<file path="config.mk">
export PLATFORM = sky130hd
export DESIGN_NAME = rc_pulse_width_qualifier_unit
export DESIGN_NICKNAME = d
export VERILOG_FILES = /design/src/rtl/rcpwq_pkg.sv /design/src/rtl/rc_pulse_width_qualifier_unit.sv /design/src/rtl/rcpwq_front.sv /design/src/rtl/rcpwq_queue.sv /design/src/rtl/rcpwq_back.sv
export SDC_FILE = /design/constraint.sdc
export NUM_CORES = 2
export LEC_CHECK = 0
export BUFFER_PORTS_ARGS = -buffer_cell sky130_fd_sc_hd__buf_2
export CORE_MARGIN = 2
export CORE_UTILIZATION = 35
export CTS_CLUSTER_SIZE = 14
export DETAILED_ROUTE_END_ITERATION = 10
export GPL_TIMING_DRIVEN = 0
export PLACE_DENSITY = 0.6
export SYNTH_ARGS = -nofsm -noshare
export SYNTH_HDL_FRONTEND = slang
export SYNTH_SLANG_ARGS = --single-unit
</file>
<file path="constraint.sdc">
create_clock -name i_clk -period 11.9 [get_ports i_clk]
set_input_delay 0.595 -clock i_clk [delete_from_list [all_inputs] [get_ports i_clk]]
set_output_delay 0.595 -clock i_clk [all_outputs]
set_load 0.01 [all_outputs]
</file>
<file path="src/rtl/rcpwq_pkg.sv">
// rcpwq_pkg: shared types, constants and helpers of the RC pulse width qualifier.
// Used by every module under rtl/ but rcpwq_checker; has no dependencies of its own.

package rcpwq_pkg;

    localparam int NUM_CH = 3;

    // Calibration and limit defaults after reset
    localparam logic [15:0] MIN_RESET    = 16'd6600;
    localparam logic [15:0] SPAN_RESET   = 16'd4800;   // 11400 - 6600
    localparam logic [31:0] PLIMIT_RESET = 32'd1000000;
    localparam logic [15:0] PWM_RESET    = 16'd4500;

    localparam int QUEUE_DEPTH = 2;

    // Configuration register indexes
    localparam logic [2:0] CFG_MIN_CH0      = 3'd0;
    localparam logic [2:0] CFG_MIN_CH1      = 3'd1;
    localparam logic [2:0] CFG_MIN_CH2      = 3'd2;
    localparam logic [2:0] CFG_SPAN_CH0     = 3'd3;
    localparam logic [2:0] CFG_SPAN_CH1     = 3'd4;
    localparam logic [2:0] CFG_SPAN_CH2     = 3'd5;
    localparam logic [2:0] CFG_PERIOD_LIMIT = 3'd6;
    localparam logic [2:0] CFG_PWM_PERIOD   = 3'd7;

    // Channel codes
    localparam logic [1:0] CH0 = 2'd0;
    localparam logic [1:0] CH1 = 2'd1;
    localparam logic [1:0] CH2 = 2'd2;
    localparam logic [1:0] CH_BAD = 2'd3;

    // Reciprocal constants for division by ten
    localparam logic [31:0] RECIP10_32 = 32'hCCCC_CCCD;   // exact with >> 35
    localparam logic [19:0] RECIP10_17 = 20'hCCCCD;       // exact with >> 23

    typedef enum logic [1:0] {
        F_IDLE,
        F_MUL,
        F_CLASS
    } t_front_state;

    typedef enum logic [1:0] {
        B_IDLE,
        B_MUL,
        B_DIV,
        B_DONE
    } t_back_state;

    // One classified capture on its way to the duty calculation
    typedef struct packed {
        logic [1:0]  channel;
        logic [16:0] width;
        logic [15:0] min_val;
        logic [15:0] span;
        logic        out_of_range;
        logic [15:0] error_count;
        logic [31:0] longest_period;
    } t_qentry;

    // Floor of a 17-bit value divided by ten
    function automatic logic [13:0] div10_17(input logic [16:0] x);
        logic [36:0] p;
        p = {20'd0, x} * {17'd0, RECIP10_17};
        return p[36:23];
    endfunction

endpackage

</file>
<file path="src/rtl/rc_pulse_width_qualifier_unit.sv">
// rc_pulse_width_qualifier_unit: top level of the RC pulse width qualifier.
// Holds the configuration registers; instantiates rcpwq_front, rcpwq_queue and
// rcpwq_back; depends on rcpwq_pkg.
//
// Usage:
//   Input side looks like a queue: drive i_high_ticks / i_period_ticks and
//   raise push; a beat is taken on a clock edge with push high and full low.
//   Captures are assigned to channels 0, 1, 2 in rotation from reset.
//   Result side also looks like a queue: while empty is low the oldest result
//   sits on the o_* ports; pop with empty low takes that beat.
//   Configuration: write i_cfg_data to register i_cfg_idx with i_cfg_we; only
//   while the block is idle. Register order: min ch0..ch2, span ch0..ch2,
//   period limit, PWM period.
//
// Timing:
//   The front handles one capture at a time: latch, reciprocal multiply, classify;
//   full stays high until the classified capture enters the queue. The back pops
//   an entry, multiplies, runs the one-bit-per-cycle restoring divider when a
//   division is needed, and loads the result register; it pops the next entry
//   only after that load.
//   When the receiver stalls, the result register holds, the back finishes its
//   current item, the queue fills, and then full rises on the input side.
//   Reset clears the channel rotation, error total, longest period, the queue
//   and the result register, and restores calibration defaults.

module rc_pulse_width_qualifier_unit #(
    parameter int QDEPTH = rcpwq_pkg::QUEUE_DEPTH
) (
    input  logic        i_clk,
    input  logic        i_rst_n,
    input  logic        push,
    output logic        full,
    input  logic [31:0] i_high_ticks,
    input  logic [31:0] i_period_ticks,
    output logic        empty,
    input  logic        pop,
    output logic [1:0]  o_channel,
    output logic [16:0] o_width,
    output logic [15:0] o_duty,
    output logic        o_out_of_range,
    output logic [15:0] o_error_count,
    output logic [31:0] o_longest_period,
    input  logic        i_cfg_we,
    input  logic [2:0]  i_cfg_idx,
    input  logic [31:0] i_cfg_data
);

    logic [rcpwq_pkg::NUM_CH-1:0][15:0] r_min;
    logic [rcpwq_pkg::NUM_CH-1:0][15:0] r_span;
    logic [31:0] r_period_limit;
    logic [15:0] r_pwm_period;

    logic               q_push;
    logic               q_full;
    logic               q_pop;
    logic               q_empty;
    rcpwq_pkg::t_qentry q_in;
    rcpwq_pkg::t_qentry q_out;

    // Configuration registers: indexes past the list are ignored
    always_ff @(posedge i_clk) begin
        if (!i_rst_n) begin
            r_min          <= {rcpwq_pkg::NUM_CH{rcpwq_pkg::MIN_RESET}};
            r_span         <= {rcpwq_pkg::NUM_CH{rcpwq_pkg::SPAN_RESET}};
            r_period_limit <= rcpwq_pkg::PLIMIT_RESET;
            r_pwm_period   <= rcpwq_pkg::PWM_RESET;
        end else if (i_cfg_we) begin
            case (i_cfg_idx)
                rcpwq_pkg::CFG_MIN_CH0:      r_min[0]       <= i_cfg_data[15:0];
                rcpwq_pkg::CFG_MIN_CH1:      r_min[1]       <= i_cfg_data[15:0];
                rcpwq_pkg::CFG_MIN_CH2:      r_min[2]       <= i_cfg_data[15:0];
                rcpwq_pkg::CFG_SPAN_CH0:     r_span[0]      <= i_cfg_data[15:0];
                rcpwq_pkg::CFG_SPAN_CH1:     r_span[1]      <= i_cfg_data[15:0];
                rcpwq_pkg::CFG_SPAN_CH2:     r_span[2]      <= i_cfg_data[15:0];
                rcpwq_pkg::CFG_PERIOD_LIMIT: r_period_limit <= i_cfg_data;
                rcpwq_pkg::CFG_PWM_PERIOD:   r_pwm_period   <= i_cfg_data[15:0];
                default:                     r_pwm_period   <= r_pwm_period;
            endcase
        end
    end

    // Front: accept, pick channel, qualify width, advance totals
    rcpwq_front u_front (
        .i_clk          (i_clk),
        .i_rst_n        (i_rst_n),
        .push           (push),
        .full           (full),
        .i_high_ticks   (i_high_ticks),
        .i_period_ticks (i_period_ticks),
        .i_min          (r_min),
        .i_span         (r_span),
        .i_period_limit (r_period_limit),
        .o_q_push       (q_push),
        .i_q_full       (q_full),
        .o_q_entry      (q_in)
    );

    // Decouple classification from the slow duty divider
    rcpwq_queue #(
        .DEPTH (QDEPTH)
    ) u_queue (
        .i_clk   (i_clk),
        .i_rst_n (i_rst_n),
        .i_push  (q_push),
        .i_entry (q_in),
        .o_full  (q_full),
        .i_pop   (q_pop),
        .o_entry (q_out),
        .o_empty (q_empty)
    );

    // Back: duty value and result register
    rcpwq_back u_back (
        .i_clk            (i_clk),
        .i_rst_n          (i_rst_n),
        .i_q_entry        (q_out),
        .i_q_empty        (q_empty),
        .o_q_pop          (q_pop),
        .i_pwm_period     (r_pwm_period),
        .empty            (empty),
        .pop              (pop),
        .o_channel        (o_channel),
        .o_width          (o_width),
        .o_duty           (o_duty),
        .o_out_of_range   (o_out_of_range),
        .o_error_count    (o_error_count),
        .o_longest_period (o_longest_period)
    );

endmodule

</file>
<file path="src/rtl/rcpwq_front.sv">
// rcpwq_front: accepts captures, picks the channel, qualifies the width and keeps
// the error and longest-period totals. Depends on rcpwq_pkg.

module rcpwq_front (
    input  logic                     i_clk,
    input  logic                     i_rst_n,
    input  logic                     push,
    output logic                     full,
    input  logic [31:0]              i_high_ticks,
    input  logic [31:0]              i_period_ticks,
    input  logic [rcpwq_pkg::NUM_CH-1:0][15:0] i_min,
    input  logic [rcpwq_pkg::NUM_CH-1:0][15:0] i_span,
    input  logic [31:0]              i_period_limit,
    output logic                     o_q_push,
    input  logic                     i_q_full,
    output rcpwq_pkg::t_qentry       o_q_entry
);

    rcpwq_pkg::t_front_state r_state, n_state;

    logic [1:0]  r_ch_idx;
    logic [1:0]  r_ch;
    logic [31:0] r_high;
    logic [31:0] r_period;
    logic [15:0] r_min;
    logic [15:0] r_span;
    logic [28:0] r_raw;
    logic [17:0] r_too_much;
    logic [15:0] r_too_little;
    logic [16:0] r_low_guard;
    logic [16:0] r_high_guard;
    logic [16:0] r_mid;
    logic [15:0] r_err;
    logic [31:0] r_longest;

    logic [1:0]  cur_ch;
    logic [15:0] sel_min;
    logic [15:0] sel_span;
    logic [63:0] raw_prod;
    logic [16:0] maxv;
    logic [13:0] max10;
    logic [13:0] min10;
    logic [17:0] mid_sum;
    logic        oor;
    logic [16:0] width;
    logic [15:0] n_err;
    logic [31:0] n_longest;
    logic        accept;

    // A stray channel code of three is served as channel zero
    always_comb begin
        cur_ch = (r_ch_idx == rcpwq_pkg::CH_BAD) ? rcpwq_pkg::CH0 : r_ch_idx;
        case (cur_ch)
            rcpwq_pkg::CH1: begin
                sel_min  = i_min[1];
                sel_span = i_span[1];
            end
            rcpwq_pkg::CH2: begin
                sel_min  = i_min[2];
                sel_span = i_span[2];
            end
            default: begin
                sel_min  = i_min[0];
                sel_span = i_span[0];
            end
        endcase
    end

    // Thresholds from the calibration of the latched channel
    always_comb begin
        raw_prod = {32'd0, r_high} * {32'd0, rcpwq_pkg::RECIP10_32};
        maxv     = {1'b0, r_min} + {1'b0, r_span};
        max10    = rcpwq_pkg::div10_17(maxv);
        min10    = rcpwq_pkg::div10_17({1'b0, r_min});
        mid_sum  = {2'b00, r_min} + {1'b0, maxv};
    end

    // Classification of the raw width
    always_comb begin
        oor = ({11'd0, r_too_much} < r_raw) || (r_raw < {13'd0, r_too_little});
        if (oor) begin
            width = r_mid;
        end else if (r_raw < {12'd0, r_low_guard}) begin
            width = r_low_guard;
        end else if (r_raw > {12'd0, r_high_guard}) begin
            width = r_high_guard;
        end else begin
            width = r_raw[16:0];
        end
        n_err = (oor && (r_err != 16'hFFFF)) ? r_err + 16'd1 : r_err;
        n_longest = ((r_period > r_longest) && (r_longest < i_period_limit)) ?
                    r_period : r_longest;
    end

    always_comb begin
        o_q_entry.channel        = r_ch;
        o_q_entry.width          = width;
        o_q_entry.min_val        = r_min;
        o_q_entry.span           = r_span;
        o_q_entry.out_of_range   = oor;
        o_q_entry.error_count    = n_err;
        o_q_entry.longest_period = n_longest;
    end

    // Next state
    always_comb begin
        n_state = r_state;
        case (r_state)
            rcpwq_pkg::F_IDLE:  if (push) n_state = rcpwq_pkg::F_MUL;
            rcpwq_pkg::F_MUL:   n_state = rcpwq_pkg::F_CLASS;
            rcpwq_pkg::F_CLASS: if (!i_q_full) n_state = rcpwq_pkg::F_IDLE;
            default:            n_state = rcpwq_pkg::F_IDLE;
        endcase
    end

    // State outputs
    always_comb begin
        full     = 1'b1;
        o_q_push = 1'b0;
        case (r_state)
            rcpwq_pkg::F_IDLE:  full = 1'b0;
            rcpwq_pkg::F_CLASS: o_q_push = !i_q_full;
            default:            full = 1'b1;
        endcase
    end

    assign accept = push && !full;

    always_ff @(posedge i_clk) begin
        if (!i_rst_n) begin
            r_state   <= rcpwq_pkg::F_IDLE;
            r_ch_idx  <= rcpwq_pkg::CH0;
            r_err     <= '0;
            r_longest <= '0;
        end else begin
            r_state <= n_state;
            if (o_q_push) begin
                r_err     <= n_err;
                r_longest <= n_longest;
                r_ch_idx  <= (r_ch == rcpwq_pkg::CH2) ? rcpwq_pkg::CH0 : r_ch + 2'd1;
            end
        end
    end

    always_ff @(posedge i_clk) begin
        if (accept) begin
            r_high   <= i_high_ticks;
            r_period <= i_period_ticks;
            r_ch     <= cur_ch;
            r_min    <= sel_min;
            r_span   <= sel_span;
        end
        if (r_state == rcpwq_pkg::F_MUL) begin
            r_raw        <= raw_prod[63:35];
            r_too_much   <= {1'b0, maxv} + {4'd0, max10};
            r_too_little <= r_min - {2'd0, min10};
            r_low_guard  <= {1'b0, r_min} + {4'd0, min10[13:1]};
            r_high_guard <= maxv - {4'd0, max10[13:1]};
            r_mid        <= mid_sum[17:1];
        end
    end

endmodule

</file>
<file path="src/rtl/rcpwq_queue.sv">
// rcpwq_queue: short queue of classified captures between front and back.
// Depends on rcpwq_pkg for the entry type.

module rcpwq_queue #(
    parameter int DEPTH = rcpwq_pkg::QUEUE_DEPTH
) (
    input  logic               i_clk,
    input  logic               i_rst_n,
    input  logic               i_push,
    input  rcpwq_pkg::t_qentry i_entry,
    output logic               o_full,
    input  logic               i_pop,
    output rcpwq_pkg::t_qentry o_entry,
    output logic               o_empty
);

    localparam int AW = $clog2(DEPTH);

    rcpwq_pkg::t_qentry r_mem [DEPTH];
    logic [AW:0] r_wptr;
    logic [AW:0] r_rptr;

    assign o_empty = (r_wptr == r_rptr);
    assign o_full  = (r_wptr[AW] != r_rptr[AW]) && (r_wptr[AW-1:0] == r_rptr[AW-1:0]);
    assign o_entry = r_mem[r_rptr[AW-1:0]];

    always_ff @(posedge i_clk) begin
        if (!i_rst_n) begin
            r_wptr <= '0;
            r_rptr <= '0;
        end else begin
            if (i_push && !o_full) r_wptr <= r_wptr + 1'b1;
            if (i_pop && !o_empty) r_rptr <= r_rptr + 1'b1;
        end
    end

    always_ff @(posedge i_clk) begin
        if (i_push && !o_full) r_mem[r_wptr[AW-1:0]] <= i_entry;
    end

endmodule

</file>
<file path="src/rtl/rcpwq_back.sv">
// rcpwq_back: duty calculation with a bit-serial divider and the result register.
// Depends on rcpwq_pkg.

module rcpwq_back (
    input  logic               i_clk,
    input  logic               i_rst_n,
    input  rcpwq_pkg::t_qentry i_q_entry,
    input  logic               i_q_empty,
    output logic               o_q_pop,
    input  logic [15:0]        i_pwm_period,
    output logic               empty,
    input  logic               pop,
    output logic [1:0]         o_channel,
    output logic [16:0]        o_width,
    output logic [15:0]        o_duty,
    output logic               o_out_of_range,
    output logic [15:0]        o_error_count,
    output logic [31:0]        o_longest_period
);

    rcpwq_pkg::t_back_state r_state, n_state;

    rcpwq_pkg::t_qentry r_ent;
    logic [15:0] r_rem;
    logic [15:0] r_quo;
    logic [3:0]  r_cnt;
    logic        r_out_valid;
    rcpwq_pkg::t_qentry r_out;
    logic [15:0] r_out_duty;

    logic [16:0] diff;
    logic        duty_zero;
    logic        duty_sat;
    logic [31:0] prod;
    logic [16:0] trial;
    logic        qbit;
    logic [16:0] trial_sub;
    logic        out_load;

    always_comb begin
        diff      = r_ent.width - {1'b0, r_ent.min_val};
        duty_zero = (r_ent.span == 16'd0) || (r_ent.width <= {1'b0, r_ent.min_val});
        duty_sat  = (diff >= {1'b0, r_ent.span});
        prod      = {16'd0, diff[15:0]} * {16'd0, i_pwm_period};
        // Restoring step: remainder stays below span, so it fits in 16 bits
        trial     = {r_rem, r_quo[15]};
        trial_sub = trial - {1'b0, r_ent.span};
        qbit      = (trial >= {1'b0, r_ent.span});
    end

    assign out_load = (r_state == rcpwq_pkg::B_DONE) && (!r_out_valid || pop);

    // Next state
    always_comb begin
        n_state = r_state;
        case (r_state)
            rcpwq_pkg::B_IDLE: if (!i_q_empty) n_state = rcpwq_pkg::B_MUL;
            rcpwq_pkg::B_MUL: begin
                if (duty_zero || duty_sat) n_state = rcpwq_pkg::B_DONE;
                else                       n_state = rcpwq_pkg::B_DIV;
            end
            rcpwq_pkg::B_DIV:  if (r_cnt == 4'hF) n_state = rcpwq_pkg::B_DONE;
            rcpwq_pkg::B_DONE: if (!r_out_valid || pop) n_state = rcpwq_pkg::B_IDLE;
            default:           n_state = rcpwq_pkg::B_IDLE;
        endcase
    end

    // State outputs
    always_comb begin
        o_q_pop = 1'b0;
        case (r_state)
            rcpwq_pkg::B_IDLE: o_q_pop = !i_q_empty;
            default:           o_q_pop = 1'b0;
        endcase
    end

    always_ff @(posedge i_clk) begin
        if (!i_rst_n) begin
            r_state     <= rcpwq_pkg::B_IDLE;
            r_out_valid <= 1'b0;
        end else begin
            r_state <= n_state;
            if (out_load)             r_out_valid <= 1'b1;
            else if (pop && !empty)   r_out_valid <= 1'b0;
        end
    end

    always_ff @(posedge i_clk) begin
        if (o_q_pop) r_ent <= i_q_entry;
        case (r_state)
            rcpwq_pkg::B_MUL: begin
                r_cnt <= '0;
                if (duty_zero) begin
                    r_quo <= '0;
                end else if (duty_sat) begin
                    r_quo <= i_pwm_period;
                end else begin
                    r_rem <= prod[31:16];
                    r_quo <= prod[15:0];
                end
            end
            rcpwq_pkg::B_DIV: begin
                r_rem <= qbit ? trial_sub[15:0] : trial[15:0];
                r_quo <= {r_quo[14:0], qbit};
                r_cnt <= r_cnt + 4'd1;
            end
            default: begin
                r_cnt <= r_cnt;
            end
        endcase
        if (out_load) begin
            r_out      <= r_ent;
            r_out_duty <= r_quo;
        end
    end

    assign empty            = !r_out_valid;
    assign o_channel        = r_out.channel;
    assign o_width          = r_out.width;
    assign o_duty           = r_out_duty;
    assign o_out_of_range   = r_out.out_of_range;
    assign o_error_count    = r_out.error_count;
    assign o_longest_period = r_out.longest_period;

endmodule

</file>
# == Yosys cells after proc, flatten, opt, wreduce, memory -nomap -nowiden ==
# Memory sizes are Yosys's and may differ from the RTL's. A register that Yosys moved wholly into a read port is not among the register bits.
# Cells that the tools add are included.
# W data, S select, Z words.
# classes
n_mul,4
n_eq_ne,28
n_reduce_logical,32
bitwise,0
n_shift,0
n_lt_le_gt_ge,9
div_mod_pow,0
n_mux,32
addsub,13
# ops
op,count
$pmux W16 S2,4
$mux W16,6
$mul A32 B32 Y64 const B,1
$mux W17,3
$mul A17 B20 Y37 const B,1
$mul A16 B20 Y36 const B,1
$ge A17 B16 Y1,2
$gt A32 B32 Y1,1
$lt A32 B32 Y1,1
$mul A16 B16 Y32,1
$mux W32,1
$gt A29 B17 Y1,1
$lt A18 B29 Y1,1
$lt A29 B16 Y1,1
$lt A29 B17 Y1,1
$add A16 B17 Y18,1
$add A17 B14 Y18,1
$reduce_and A2 Y1,9
$add A16 B12 Y17,1
$add A16 B16 Y17,1
$le A17 B16 Y1,1
$sub A17 B13 Y17,1
$sub A17 B16 Y17,1
$add A16 B1 Y16 const B,1
other kinds (29),75
# totals
out_inout_bits,86
in_bits,104
mem_bits_rw,200
mem_count,1
latch_bits,0
regBits,535
romBits,0
word_cells,155
# memory_table
memory,words,width,rd,rd_ports_with_merged_regs,wr,line_no,rtl
u_queue.r_mem,2,100,1,1,1,rcpwq_queue.sv:19,rcpwq_pkg::t_qentry r_mem [DEPTH];

# == Logic depth before layout (Yosys ltp) ==
# logic_depth
ltp_word,7
depth_mapped,46
ltp_nobuf,46

# == By module ==
# From an unflattened synthesis, not the netlist that was laid out.
# hier_totals
hier_cells,6777
hier_area_um2,73902.1
# by_module_without_submodules
module,cells_each,area_each_um2,seq_area_each_um2,instances
rcpwq_front,4251,42492.0,7407.1,1
rcpwq_back,1656,18470.2,6666.4,1
rcpwq_queue,343,7455.9,6105.9,1
rc_pulse_width_qualifier_unit,527,5484.0,2882.8,1

# == Least setup slack after synthesis ==
# No wires, ideal clock.
# synth_path
kind,register -> register
start,register u_front.r_min[1]
end,register u_front.r_high_guard[16] (data pin)
required_time_ns,11.619
period_less_slack_ns,9.957
t_arrival_ns,9.676
path_buffers,0
path_stages_with_launch,43
path_slack_ns,1.943
setup_time_ns,0.281
cell_sequence,edfxtp_1 > ha_1 > a21o_1 > a21oi_1 > o21ai_1 > a21o_1 > a21oi_1 > o21a_1 > o21ai_0 > or3_1 > a21oi_1 > xnor2_1 > inv_1 > ha_1 > xor2_1 > ha_1 > fa_1 > inv_1 > [7 not listed] > o21ai_1 > nand3_1 > a21oi_1 > a2111oi_2 > o21bai_1 > a21o_1 > xor2_1 > inv_1 > ha_1 > or3_1 > o21ai_0 > a21oi_1 > a21oi_1 > nor2b_1 > o21a_1 > or3_1 > a2111oi_0 > xor2_1
# synth_between
elab_chain_len,3
# synth_lines
item,line_no,rtl
start: declaration,rcpwq_front.sv:25,logic [15:0] r_min;
start signal: assignment,rcpwq_front.sv:150,r_min <= sel_min;
$add A16 B16 Y17 *,rcpwq_front.sv:72,"maxv = {1'b0, r_min} + {1'b0, r_span};"
$mul A17 B20 Y37,rcpwq_pkg.sv:63,"p = {20'd0, x} * {17'd0, RECIP10_17};"
$sub A17 B13 Y17 *,rcpwq_front.sv:158,"r_high_guard <= maxv - {4'd0, max10[13:1]};"
end signal: assignment,rcpwq_front.sv:158,
end: declaration,rcpwq_front.sv:31,logic [16:0] r_high_guard;
# Mark *: on every way between the ends. The rest lies on a longest branch, timed or not.
# A chain may end at the register's enable or synchronous reset.

# == Worst setup path after layout ==
# layout_path
start,register u_front.r_min[4]
end,register u_front.r_high_guard[16] (data pin)
# The elaborated chain is that of the path after synthesis.

==> metrics.yaml <==
status:
  status: "completed"
worst_setup_path:
  endpoint_kind: "flip-flop"
  crit_type: "reg -> reg"
  cp-startpoint: "u_front.r_min[4]"
  cpMaxStageDelayCell: "edfxtp_1"
  critPathLaunchType: "flip-flop"
  max_stage_delay_ns: 0.83
  reg2regPathDepth: 41
  cp_common_cell: "a21oi_1"
  critPathCapture: "u_front.r_high_guard[16]"
  worstPathMaxFanout: 10
  worst-r2r-setup-slack_ns: 0.76
  arrival_ns: 11.57
  reg2reg_from: "u_front.r_min[4]"
  required_ns: 12.33
  rr_endpoint: "u_front.r_high_guard[16]"
route:
  drc: 0
  wl_um: 189000
  drt_first_iter_violations: 3497
  routed_via_density: 4.95
  wire_per_inst_um: 19.2
  ant_nets: 0
  vias: 48700
  dr.pass1.iters: 9
yosys:
  synth_area_leaders: "edfxtp_1 26%, fa_1 22%, ha_1 17%"
  synth_area_sq_um: 72200
  postSynthCellCount: 6765
  syn_avg_cell_area_sq_um: 10.7
  yosysTopAreaCell: "edfxtp_1"
  seq_area_frac_synth_pct: 31.9
  yosys_warnings: 0
  synth_common_cells: "1,383 x inv_1, 968 x ha_1, 775 x fa_1, 705 x nand2_1, 632 x edfxtp_1"
  syn_nets: 8612
  synth_flop_cell: "edfxtp_1"
  ys_types: 77
  synth.top_cell.area_share_pct: 26.3
  ys_seq_elements: 835
  synth.most_common_cell: "inv_1"
  synth_enable_flop_cells: 632
  async_reset_ff_share_pct: 0
global_routing:
  grt-ovfl-total: 0
  grtUsageTotal_pct: 18.1
  first_global_vias: 51100
  grt_max_degree: 59
  antenna_found_initial: 8
  grt_pass1_wl_um: 294000
floorplan:
  core_sq_um: 205000
  fp.dieH_um: 458
  pin_count: 190
  start_util_pct: 35.2
  dieArea_sq_um: 210000
  die_w_um: 458
  std_cell_rows: 166
cts:
  cts_tree: "yes"
  clkLatencyLatePin_ns: 0.74
  clkTransAtPathRegs_ns: 0.07
  numCtsBuffers: 87
  cts_max_level: 3
  clock_sinks: 835
  clock_path_buffers: 3
  cts_root_buf: "clkbuf_16"
flow_run:
  max-cap-violations: 0
placed_design:
  port_buffers: 170
  gp_congestion: 0.922
  hpwl_um: 153000
timing:
  tightest_slew_ns: 1.30
  skew_ns: 0.0844
  fmax_mhz: 89.7
  hold_violations: 0
  fin_hold_ws_ns: 0.0557
  worst_slew_margin_rel_pct: 13.0
  rsz0062_at_grt: "no"
  post-route-min-period_ns: 11.14
  slew_viol_final: 0
  finalSetupViolCount: 0
  fin_crit_sh_pct: 93.6
finish:
  drive_gt1_share_pct: 7.04
  final_nets: 8917
  area_growth_pct: 11.0
  nFillCells: 19900
hold_path:
  min_path_type: "in -> reg"
[logic make-up after synthesis]
group	share of synthesized area, %
xor gates and xnor gates	2.77
and+or+nand+nor	8.50
DFF	31.9
buffers and inverters	8.13
AOI/OAI and AO/OA	8.31
adders and majority gates	38.3
muxes	2.07
[metal layers]
layer / routed length [um] / track usage (%) / vias up
met3: 9770 / 2.41 / 305
met4: 5180 / 5.07 / 0
met1: 83200 / 24.2 / 24300
met5: 0 / 0 / -
li1: - / - / 22900
met2: 90700 / 30.5 / 1273
[state kept, by name, summed over array words and instances, names as in the netlist, 17 cells and up]
signal                   cells
u_front.r_high_guard        17
u_front.r_too_much          18
u_back.r_ent               100
u_front.r_low_guard         17
u_front.r_mid               17
r_min                       48
r_span                      48
u_front.r_raw               29
r_period_limit              32
u_back.o_width              17
u_front.r_period            32
u_front.r_longest           32
u_queue.r_mem              200
u_back.o_longest_period     32
u_front.r_high              32
[how the worst min path moves through the flow]
stage	from	slack, ns	end	cells past startpoint
after floorplan	u_back.r_ent[98]	0.40	u_back.o_channel[0]	0
after detailed placement	u_back.r_ent[16]	0.40	u_back.o_longest_period[16]	0
after global placement	u_back.r_ent[40]	0.40	u_back.o_error_count[8]	0
after global routing	i_high_ticks[31]	0.02	u_front.r_high[31]	1
after CTS	i_high_ticks[31]	0.0004	u_front.r_high[31]	1
final	i_high_ticks[31]	0.06	u_front.r_high[31]	1
[what timing repair did]
action / in CTS / in global routing
gates resized for setup: 2 / 11
endpoints found under the setup margin: 8 / 12
pin swaps: 0 / 1
buffers inserted: 3 / 5
endpoints found under the hold margin: 20 / 0
hold buffers: 20 / 0
[area by class of cell]
class | instances | area, sq um | share of cell area (%)
antenna | 6 | 15.0 | 0.0187
buffer | 165 | 676 | 0.843
clock buffer | 109 | 2310 | 2.88
clock inverter | 54 | 589 | 0.736
inverter | 1383 | 5190 | 6.48
multi-input combinational | 4382 | 43400 | 54.2
sequential | 835 | 23000 | 28.8
tap | 2688 | 3360 | 4.20
timing repair buffer | 216 | 1520 | 1.89
[critical path: cells and delay by family, from the launching register on]
kind | cells | cell delay [ns]
xor+xnor | 3 | 0.84
compound gates | 20 | 3.91
buf+inv | 5 | 0.36
flops | 1 | 0.83
simple gates | 4 | 1.15
fa+ha+maj | 9 | 3.74
[cell usage in the layout (no fill, tap or decap), types with 83 or more instances in the layout]
| cell type | Yosys | routed |
|---|---|---|
| inv_1 | 1383 | 1383 |
| nand3_1 | 122 | 122 |
| o21ai_0 | 216 | 215 |
| a21oi_1 | 216 | 213 |
| nor2_1 | 136 | 134 |
| clkbuf_16 | 0 | 88 |
| edfxtp_1 | 632 | 632 |
| a21boi_0 | 112 | 112 |
| mux2_2 | 105 | 105 |
| xnor2_1 | 144 | 137 |
| buf_2 | 6 | 176 |
| nand2_1 | 705 | 705 |
| a21o_1 | 118 | 118 |
| and2_1 | 100 | 99 |
| fa_1 | 775 | 775 |
| dfxtp_1 | 203 | 203 |
| clkbuf_1 | 134 | 152 |
| xor2_1 | 84 | 83 |
| ha_1 | 968 | 968 |
[through the flow]
stage / worst slack [ns] / area [sq um] / instances / utilization (%) / setup TNS (ns)
2_1_floorplan: 1.94 / 72200 / 6765 / - / 0
3_3_place_gp: -0.555 / 76400 / 9623 / 37.3 / -1.51
3_5_place_dp: -0.595 / 76800 / 9641 / 37.5 / -1.40
4_1_cts: 0.0212 / 80000 / 9827 / 39.0 / 0
5_1_grt: 0.0690 / 80100 / 9837 / 39.1 / 0
6_report: 0.758 / 80100 / 9838 / 39.1 / 0
Power is left out: the tool's default activity adds up to more than one toggle a clock period on the data nets, which glitch-free logic cannot reach.
